===== src/design/osdsb_pkg.sv =====
// Types and constants shared by the overlay shadow buffer modules.
package osdsb_pkg;

  // Fixed field widths.
  localparam int POS_W  = 15;
  localparam int RC_W   = 6;
  localparam int RUN_W  = 6;
  localparam int CELL_W = 10;

  // Longest run that one flush emits.
  localparam logic [RUN_W-1:0] MAX_RUN = 6'd60;

  // Input action codes.
  localparam logic [1:0] ACT_WRITE = 2'd0;
  localparam logic [1:0] ACT_READ  = 2'd1;
  localparam logic [1:0] ACT_CLEAR = 2'd2;
  localparam logic [1:0] ACT_FLUSH = 2'd3;

  // Configuration register index (bit 2 of the byte address).
  localparam logic REG_BLANK = 1'b0;

  typedef enum logic [1:0] {
    OP_WRITE,
    OP_READ,
    OP_CLEAR,
    OP_FLUSH
  } op_t;

  typedef enum logic [2:0] {
    K_ACK,
    K_READ,
    K_RUN,
    K_DRAW,
    K_CLEAR
  } kind_t;

  typedef enum logic [2:0] {
    S_SWEEP,
    S_IDLE,
    S_WR_CMP,
    S_RD_DATA,
    S_SCAN_ISSUE,
    S_SCAN_CHK,
    S_RUN_LAST
  } back_state_t;

  // Classified command passed from the front end to the back end.
  typedef struct packed {
    op_t              op;
    logic             on_screen;
    logic [POS_W-1:0] pos;
    logic [8:0]       ch;
  } cmd_t;

endpackage


===== src/design/osdsb_queue.sv =====
// Two-entry command queue between the front end and the back end.
module osdsb_queue import osdsb_pkg::*; (
  input  logic clk,
  input  logic rst,
  input  logic push,
  input  cmd_t push_cmd,
  output logic full,
  input  logic pop,
  output logic head_valid,
  output cmd_t head_cmd
);

  cmd_t       entries [2];
  logic       wr_ptr;
  logic       rd_ptr;
  logic [1:0] count;

  assign full       = count == 2'd2;
  assign head_valid = count != 2'd0;
  assign head_cmd   = entries[rd_ptr];

  // Pointers and fill count.
  always_ff @(posedge clk) begin
    if (rst) begin
      wr_ptr <= 1'b0;
      rd_ptr <= 1'b0;
      count  <= 2'd0;
    end else begin
      if (push) begin
        wr_ptr <= !wr_ptr;
      end
      if (pop) begin
        rd_ptr <= !rd_ptr;
      end
      if (push && !pop) begin
        count <= count + 2'd1;
      end else if (pop && !push) begin
        count <= count - 2'd1;
      end
    end
  end

  // Entry storage.
  always_ff @(posedge clk) begin
    if (push) begin
      entries[wr_ptr] <= push_cmd;
    end
  end

endmodule


===== config.mk =====
export PLATFORM = sky130hd
export DESIGN_NAME = osdsb_queue
export DESIGN_NICKNAME = d
export VERILOG_FILES = /design/src/design/osdsb_pkg.sv /design/src/design/osdsb_queue.sv
export SDC_FILE = /design/constraint.sdc
export NUM_CORES = 1
export LEC_CHECK = 0
export ABC_CLOCK_PERIOD_IN_PS = 5500
export BUFFER_PORTS_ARGS = -buffer_cell sky130_fd_sc_hd__buf_2
export CAP_MARGIN = 5
export CELL_PAD_IN_SITES_DETAIL_PLACEMENT = 2
export CELL_PAD_IN_SITES_GLOBAL_PLACEMENT = 2
export CORE_MARGIN = 2
export CORE_UTILIZATION = 39
export CTS_CLUSTER_SIZE = 40
export DETAILED_ROUTE_END_ITERATION = 8
export PLACE_DENSITY = 0.89
export SYNTH_ARGS = -nofsm -noshare
export SYNTH_HDL_FRONTEND = slang
export SYNTH_SLANG_ARGS = --single-unit

===== constraint.sdc =====
create_clock -name clk -period 5.5 [get_ports clk]
set_input_delay 1.375 -clock clk [delete_from_list [all_inputs] [get_ports clk]]
set_output_delay 1.375 -clock clk [all_outputs]
set_load 0.03 [all_outputs]

* Word level (Yosys, flattened, before mapping)
Memory sizes are Yosys's and may differ from the RTL's. A register that Yosys moved wholly into a read port is not among the register bits. Index checks and enable logic that the tools add are counted.
Storage, ports and cells: register bits 4, latch bits 0, bits in writable memories 54, bits in read-only memories 0, input port bits 31, output and inout port bits 29, word-level logic and storage cells 21, memories kept 1
Memories:
- entries | words 2, bits a word 27, rd ports 1, clocked after Yosys merged registers in 1, write ports 1, RTL line osdsb_queue.sv:13 | cmd_t entries [2];
Operators by class: add/subtract/negate cells 2, multiply operators 0, divide/modulo/power cells 0, $lt $le $gt $ge 0, eq/ne operators 1, shifts and indexed selects 0, muxes and demuxes 6, bitwise operators 0, reductions and logical operators 8
Operators with widths (count):
- logical NOT 1 bit | 4
- two-way mux 1 bit | 4
- two-way mux 2 bit | 2
- nonzero test 2 bit | 2
- adder 2 x 1 -> 2 bit (second input constant) | 1
- == test 2 bit (second input constant) | 1
- logical AND 1 bit | 2
- subtractor 2 x 1 -> 2 bit (second input constant) | 1

* Depth between registers and ports, before layout
word-level depth 4, gate-level depth with buffers 5, depth with buffers taken out 5

* Least setup slack after synthesis
No wires, ideal clock.
kind input -> register, from input port push, to memory entries[0][0] (netlist name) (enable), setup time 414 ps, arrival 2609 ps, required time 5086 ps, setup slack 2477 ps, stages on the path 1, path buffers 0, cells stage by stage nor2b_1
Between the ends: longest elaborated chain between the ends 2
RTL lines:
- start: declaration | RTL line osdsb_queue.sv:5 | input logic push,
- two-way mux 1 bit | RTL line osdsb_queue.sv:45 | if (push) begin
- two-way mux 1 bit (not written as such) | RTL line osdsb_queue.sv:46 | entries[wr_ptr] <= push_cmd;
- end: declaration | RTL line osdsb_queue.sv:13
No other way between the ends.

==> qor.yml <==
syn_inst: 106
vias: 1169
grt_pass1_wl_um: 7160
crit_chain: "mux2_2 > buf_2"
holdBufCountCts: 0
yosysSeqAreaShare_pct: 79.6
drcViolationCount: 0
startpoint_type: "register"
synthesis.area_um2: 2160
core_um2: 5440
h-tree-depth: 3
maxSlewViolCount: 0
cts_setup_buffers: 0
clock_path_buffers: 2
synth_area_leader_cell: "edfxtp_1"
layout_commonest_cell: "buf_2"
grt_start_max_net_pins: 28
grt_pass1_vias: 1370
crit_arrival_ps: 2080
syn_area_per_cell_um2: 20.4
port_buffers: 59
dieArea_um2: 6160
synth_top_area_share_pct: 75.0
slowest_delay_ps: 1130
setup_viol: 0
fin_crit_sh_pct: 62.8
required_ps: 4120
rsz0062_at_grt: "no"
die_x_um: 78.5
final_cell_mix: "buf_2, edfxtp_1, mux2_2, clkbuf_8"
end_kind: "primary output"
io_pins: 60
gp_congestion: 0.700
timing.hold.ws_ps: 530
clock_sinks: 59
crit_fanout: 27
antenna_found_initial: 0
synth_edf_count: 54
drt_wl_total_um: 4370
first_iter_violations: 50
path_class: "register to primary output"
grt_overflow_total: 0
viasPerCell: 4.66
fmax_mhz: 289
crit_path_top_delay_cell: "dfxtp_1"
n_antenna_cell: 0
syn_nets: 138
cts.reportedPaths.clkPinSlew_ps: 60
critical-path-top-delay-family: "flip-flops"
synth_area_leaders: "edfxtp_1, mux2_2, dfxtp_1"
start_util_pct: 39.8
die_h_um: 78.5
drive_above_1_share_pct: 56.4
fin_nets: 207
cts-root-buf: "clkbuf_8"
grtUsageTotal_pct: 16.4
ys.warnings.count: 0
syn_to_final_growth_pct: 24.2
relSlewSlack_pct: 18.8
rows: 27
tightest_slew_ps: 1220
route.antenna.remaining_nets: 0
cts_tree: "done"
ir_drop_mv: 0.159
p_leak_nw: 1.03
clock_latency_ps: 330
drt_pass1_iterations: 4
ys_ff_latch: 59
status: "finished, final reports clean"
cts_resized: 0
synth_cell_types: 17
avgRoutedWirePerCell_um: 17.4
power-per-cell-area_nw_per_um2: 367
async_flop_share_pct: 0
synth-main-ff-cell: "edfxtp_1"
drv_cap: 0
worstHoldPathType: "register to register"
finalHoldViolCount: 0
setup_tns_ps: 0
fin_worst_skew_ps: 3.51
cts_made_buffers: 9
fin_crit_ps: 3460
path_buf_inv: 1
final_util_pct: 49.4
==> logic make-up (layout without fill, tap and decap cells) <==
logic type / after synthesis / in the layout / synth area share, %
AND/OR/NAND/NOR: 9 / 9 / 2.26
adder cells (fa/ha/maj): 1 / 1 / 0.578
XOR/XNOR: 4 / 4 / 1.62
AO/OA/AOI/OAI: 2 / 2 / 0.462
multiplexers: 27 / 27 / 14.1
flip-flops: 59 / 59 / 79.6
buffers and inverters: 4 / 77 / 1.45
==> final cells by class <==
| cell class | count | area, µm² |
|---|---|---|
| fillers | 515 | 2750 |
| flip-flops and latches | 59 | 1720 |
| multi-input cells | 43 | 413 |
| repair buffers | 61 | 310 |
| clock buffers | 9 | 124 |
| well taps | 72 | 90.1 |
| clock inverters | 6 | 23.8 |
| inverters | 1 | 3.75 |
==> per-layer routing <==
metal  track usage [%]  part of all wire, %  vias up  wire length (µm)
met3              5.06                  6.4        9               279
met5                 0                    0        -                 0
met1              17.7                   39      577              1710
met4              10.0                  1.7        0                73
li1                  -                    -      541                 -
met2              28.1                   53       42              2310
==> where the power goes <==
group          switching [mW]  leakage [nW]  internal [mW]
combinational          0.0897         0.401         0.0545
sequential             0.0167         0.548          0.522
clock                   0.151        0.0765          0.152
==> flip-flops by register name, summed over array words and instances (netlist names), named ones only <==
register,count
count,2
entries,54
wr_ptr,1
rd_ptr,1
==> path summary, 6_finish.rpt <==
| kind | startpoint | endpoint | slack, ps | cells after the start |
|---|---|---|---|---|
| worst max-delay path | register | head_cmd[10] | 2040 | 2 |
| worst min-delay path | count[1]$_SDFFE_PP0P_ | count[1]$_SDFFE_PP0P_ | 530 | 2 |
| worst max register to register | wr_ptr$_SDFFE_PP0P_ | entries[1][14]$_DFFE_PP_ | 4280 | 2 |
| worst min register to register | count[1]$_SDFFE_PP0P_ | count[1]$_SDFFE_PP0P_ | 530 | 2 |
==> tightest hold or removal path, delay by kind of cell (launching register included) <==
kind,cells,cell delay [ps]
flip-flops,1,330
AO/OA/AOI/OAI,2,160
==> synthesized netlist by cell type, types with 2 or more instances <==
library cell	instances
xnor2_1	2
dfxtp_1	5
buf_6	2
xor2_1	2
nor2_1	4
mux2_2	27
edfxtp_1	54
==> per-stage QoR <==
stage	power (mW)	area [µm²]	instances	setup WS (ps)
floorplan	0.645	2160	106	2480
global placement	0.686	2540	236	2370
detailed placement	0.695	2540	236	2350
CTS	1.00	2690	251	1960
global route	1.03	2690	251	1870
finish	0.986	2690	251	2040
Note: power is estimated with default switching activity, not from simulation.
