**src/design/osdsb_pkg.sv**
```systemverilog
// Types and constants shared by the overlay shadow buffer modules.
package osdsb_pkg;

  // Fixed field widths.
  localparam int POS_W  = 15;
  localparam int RC_W   = 6;
  localparam int RUN_W  = 6;
  localparam int CELL_W = 10;

  // Longest run that one flush emits.
  localparam logic [RUN_W-1:0] MAX_RUN = 6'd60;

  // Input action codes.
  localparam logic [1:0] ACT_WRITE = 2'd0;
  localparam logic [1:0] ACT_READ  = 2'd1;
  localparam logic [1:0] ACT_CLEAR = 2'd2;
  localparam logic [1:0] ACT_FLUSH = 2'd3;

  // Configuration register index (bit 2 of the byte address).
  localparam logic REG_BLANK = 1'b0;

  typedef enum logic [1:0] {
    OP_WRITE,
    OP_READ,
    OP_CLEAR,
    OP_FLUSH
  } op_t;

  typedef enum logic [2:0] {
    K_ACK,
    K_READ,
    K_RUN,
    K_DRAW,
    K_CLEAR
  } kind_t;

  typedef enum logic [2:0] {
    S_SWEEP,
    S_IDLE,
    S_WR_CMP,
    S_RD_DATA,
    S_SCAN_ISSUE,
    S_SCAN_CHK,
    S_RUN_LAST
  } back_state_t;

  // Classified command passed from the front end to the back end.
  typedef struct packed {
    op_t              op;
    logic             on_screen;
    logic [POS_W-1:0] pos;
    logic [8:0]       ch;
  } cmd_t;

endpackage

```
**src/design/osdsb_if.sv**
```systemverilog
// Request and response channel interfaces of the overlay shadow buffer.
interface osdsb_req_if;
  logic       valid;
  logic       ready;
  logic [1:0] action;
  logic [7:0] row;
  logic [7:0] col;
  logic [8:0] char_in;

  modport source (output valid, action, row, col, char_in, input ready);
  modport sink (input valid, action, row, col, char_in, output ready);
endinterface


```
**src/design/osdsb_front.sv**
```systemverilog
// Front end: accepts request words, computes the cell position and classifies them.
module osdsb_front import osdsb_pkg::*; #(
  parameter int SCREEN_ROWS = 22,
  parameter int SCREEN_COLS = 60
) (
  osdsb_req_if.sink req,
  input  logic      q_full,
  output logic      q_push,
  output cmd_t      q_cmd
);

  localparam logic [POS_W-1:0] COLS_C  = POS_W'(SCREEN_COLS);
  localparam logic [POS_W-1:0] CELLS_C = POS_W'(SCREEN_ROWS * SCREEN_COLS);

  logic [POS_W-1:0] pos;

  // Linear position; a column past the row end spills into later rows.
  assign pos = (POS_W'(req.row) * COLS_C) + POS_W'(req.col);

  assign req.ready = !q_full;
  assign q_push    = req.valid && !q_full;

  // Classify the action and package the command.
  always_comb begin
    q_cmd.on_screen = pos < CELLS_C;
    q_cmd.pos       = pos;
    q_cmd.ch        = req.char_in;
    case (req.action)
      ACT_WRITE: q_cmd.op = OP_WRITE;
      ACT_READ:  q_cmd.op = OP_READ;
      ACT_CLEAR: q_cmd.op = OP_CLEAR;
      ACT_FLUSH: q_cmd.op = OP_FLUSH;
      default:   q_cmd.op = OP_FLUSH;
    endcase
  end

endmodule

```
**src/flat_wrapper.sv**
```systemverilog
// flat-port wrapper written by rule: the top's interface ports become plain ports
module osdsb_front_flat import osdsb_pkg::*;
#(
  parameter int SCREEN_ROWS = 22,
  parameter int SCREEN_COLS = 60
)
  (q_full, q_push, q_cmd, req_valid, req_action, req_row, req_col, req_char_in, req_ready);
  osdsb_req_if req_i ();
  input  logic q_full;
  output logic q_push;
  output cmd_t q_cmd;
  input wire logic [$bits(req_i.valid)-1:0] req_valid;
  input wire logic [$bits(req_i.action)-1:0] req_action;
  input wire logic [$bits(req_i.row)-1:0] req_row;
  input wire logic [$bits(req_i.col)-1:0] req_col;
  input wire logic [$bits(req_i.char_in)-1:0] req_char_in;
  output wire logic [$bits(req_i.ready)-1:0] req_ready;
  assign req_i.valid = req_valid;
  assign req_i.action = req_action;
  assign req_i.row = req_row;
  assign req_i.col = req_col;
  assign req_i.char_in = req_char_in;
  assign req_ready = req_i.ready;
  osdsb_front #(.SCREEN_ROWS(SCREEN_ROWS), .SCREEN_COLS(SCREEN_COLS)) u_core (.req(req_i), .q_full(q_full), .q_push(q_push), .q_cmd(q_cmd));
endmodule
```
**config.mk**
```make
export PLATFORM = sky130hd
export DESIGN_NAME = osdsb_front_flat
export DESIGN_NICKNAME = d
export VERILOG_FILES = /design/src/design/osdsb_pkg.sv /design/src/design/osdsb_if.sv /design/src/design/osdsb_front.sv /design/src/flat_wrapper.sv
export SDC_FILE = /design/constraint.sdc
export NUM_CORES = 1
export LEC_CHECK = 0
export ABC_AREA = 1
export BUFFER_PORTS_ARGS = -buffer_cell sky130_fd_sc_hd__buf_2
export CELL_PAD_IN_SITES_DETAIL_PLACEMENT = 0
export CELL_PAD_IN_SITES_GLOBAL_PLACEMENT = 1
export CORE_MARGIN = 3
export CORE_UTILIZATION = 38
export DETAILED_ROUTE_END_ITERATION = 6
export GPL_TIMING_DRIVEN = 0
export MAX_ROUTING_LAYER = met4
export PLACE_DENSITY_LB_ADDON = 0.1
export SETUP_SLACK_MARGIN = 0.5
export SLEW_MARGIN = 15
export SYNTH_ARGS = -nofsm -noshare
export SYNTH_HDL_FRONTEND = slang
export SYNTH_SLANG_ARGS = --single-unit
```
**constraint.sdc**
```tcl
create_clock -name vclk -period 8.2
set_input_delay 0.41 -clock vclk [all_inputs]
set_output_delay 0.41 -clock vclk [all_outputs]
set_load 0.05 [all_outputs]
```
# == Yosys cells after proc, flatten, opt, wreduce, memory -nomap -nowiden ==
# Cells that the tools add are included.
# op_classes
muxes,1
order_cmp,1
n_eq_ne,3
n_reduce_logical,3
n_addsub,1
multipliers,1
# ops
op,n
adder 14 x 8 -> 15 bit,1
< comparator 15 x 11 -> 1 bit (second input constant),1
multiplier 8 x 4 -> 12 bit (second input constant),1
one-hot mux 2 bit (4 select lines),1
equality test 2 bit (second input constant),2
equality test 2 x 1 -> 1 bit (second input constant),1
logical NOT 2 bit,1
logical AND 1 bit,1
logical NOT 1 bit,1
# totals
word_cells,10
in_bits,29
ff_bits,0

# == Longest topological paths before layout ==
# logic_depth
ltp_word,3
mapped_depth,21

# == Worst setup path after synthesis ==
# OpenSTA, ideal clock, no wires.
# synth_path
path_kind,input to output
start,input port req_row[3]
end,output port q_cmd[24] in the netlist's numbering
t_required_ns,7.790
t_arrival_ns,4.217
path_stages,20
setup_slack_ns,3.573
path_cell_list,inv_1 > fa_1 > fa_1 > inv_1 > ha_1 > inv_1 > nand2_1 > nand2_1 > xnor2_1 > ha_1 > nand2_1 > inv_1 > nand2_1 > nand3_1 > xor2_1 > nand2_1 > nand2_1 > nand2_1 > nand3_1 > nor2_1
# synth_rtl
item,line,source
"start, declared",flat_wrapper.sv:14,input wire logic [$bits(req_i.row)-1:0] req_row;
"end, declared",flat_wrapper.sv:11,output cmd_t q_cmd;

==> impl_metrics.toml <==
[worst_setup_path]
worstPathMaxFanout = 5
path_delay_family = "adder cells"
startpoint_type = "input port"
crit_chain = "buf_2, inv_1, fa_1, fa_1, inv_1, ha_1, inv_1, nand2_1, nand2_1, xnor2_1, ha_1, nand2_1, inv_1, nand2_1, nand3_1, xor2_1, nand2_1, nand2_1, nand2_1, nand3_1, nor2_1, buf_2"
cp_common_cell = "nand2_1"
worstPathRequired_ps = 7790
worst_ep_arrival_time_ps = 3920
cp.depth = 22
crit_buf_inv = 6
cp_slowest_cell = "fa_1"
crit_type = "in2out"
worstSetupEndpointType = "output port"
slowest_delay_ps = 510

[global_route]
grtUsageMet2_pct = 23.7
grt.total_usage_pct = 12.9
grt.met1_usage_pct = 16.7
grt_pass1_wl_microns = 5590
grt_max_degree = 8
antenna_found_initial = 0
gr-usage-met3_pct = 0.568
grt_pass1_vias = 1395
gr-total-overflow = 0
busiest_layer = "met2"

[logic_synthesis]
synth_top_cell_area_share_pct = 17.4
synth-seq-area-share_pct = 0
synth.net_count = 321
syn_area_per_cell_sq_um = 6.27
synthCells = 257
ys_warn_count = 0
netlist.top_cell.by_area = "fa_1"
ys_types = 26
synth_commonest_cells = "nand2_1 (68), inv_1 (64), ha_1 (21)"
netlist_area_sq_um = 1610
yosysMostFrequentCell = "nand2_1"
synth_area_leaders = "fa_1 (17%), ha_1 (16%), nand2_1 (16%)"

[hold_path]
hp-class = "in2out"
whs_path_depth = 2

[timing]
relSlewSlack_pct = 80.4
worst_pin_slew_ps = 294
fin_ws_ps = 3870
fin_setup_tns_ps = 0
min_period_ps = 4330
final-hold-violation-count = 0
timing.fmax_ghz = 0.231
finalSetupViolCount = 0
grt_setup_unrepaired = "no"
whs_ps = 1080
finalCritPeriodShare_pct = 52.9
drv_slew = 0

[die]
die_area_sq_um = 5050
core_area_sq_um = 4060
rows = 23
die_h_microns = 71.1
start_util_pct = 39.7
io_pins = 58
die_w_microns = 71.1

[place]
dpl_worst_slack_ps = 3810
dp_hpwl_microns = 2800
place_congestion = 0.761
io_buffers = 45

[run_status]
status = "finished, final reports clean"

[routing]
via_count = 1498
drtAntennaViolNets = 0
avgViaCountPerCell = 4.26
routedWlPerCell_microns = 8.30
drc_errors = 0
drt-initial-drc-count = 25
dr.pass1.iters = 2
routed_wl_microns = 2920

[cells_and_area]
clkbuf_count = 0
drive_gt1_share_pct = 27.5
nFlopsAndLatches = 0
diodes = 0
num-fill-cells = 456
syn_to_final_growth_pct = 17.9
final_nets = 368
seqCellArea_sq_um = 0

[power]
p_leak_nw = 1.20
powerDensity_nw_per_um2 = 296
ir_drop_uv = 102

[clock_tree]
cts_hold_buf = 0
post-cts-setup-buffers = 0
cts.repair.resized = 0

[flow_run]
max-cap-violations = 0
[layer usage]
layer	vias up	wire, microns
li1	846	-
met1	614	1460
met2	38	1290
met3	0	171
met4	0	0
met5	-	0
[cell type report]
type,count,area (sq um),area share (%)
tap,50,62.6,3.30
buffer,13,90.1,4.75
inverter,66,248,13.1
timing repair buffer,45,225,11.9
multi-input combinational,178,1270,67.0
[power by group]
group	total, mW	switching, mW	internal (mW)
Sequential	0	0	0
Combinational	0.561	0.394	0.167
Clock	0	0	0
[path summary, 6_finish.rpt]
path / end / from
max: q_cmd[24] / req_row[3]
min: q_cmd[26] / req_action[1]
[metrics by stage]
stage / area (sq um) / util (%) / power [mW] / std cells
6_report: 1900 / 46.8 / 0.561 / 352
5_1_grt: 1900 / 46.8 / 0.638 / 352
4_1_cts: 1900 / 46.8 / 0.572 / 352
3_5_place_dp: 1900 / 46.8 / 0.570 / 352
3_3_place_gp: 1900 / 46.8 / 0.568 / 352
2_1_floorplan: 1610 / - / 0.473 / 257
[kinds of logic after synthesis]
group / Yosys count / synth area share (%)
AND/OR/NAND/NOR: 133 / 40.6
buffers and inverters: 79 / 21.0
adder cells (fa/ha/maj): 35 / 33.7
AO/OA/AOI/OAI: 7 / 3.03
XOR/XNOR: 3 / 1.63
[cells in the final DEF (no fill, tap or decap)]
cell and count:
nor2_4 2, nand2_2 12, nand4_1 2, xnor2_1 1
or2_4 1, a21oi_1 4, or2_2 1, fa_1 14
inv_2 2, nand3_1 20, nand3_2 4, nor2_2 2
buf_4 11, buf_2 45, clkbuf_1 2, a21oi_4 1
xor2_1 2, nand2_1 68, nand3_4 1, ha_1 21
o21bai_1 1, o21ai_0 1, nor2_1 13, and2_1 1
nand3b_1 5, inv_1 64, nand2_4 1
Power figures use the tool's default switching activity.
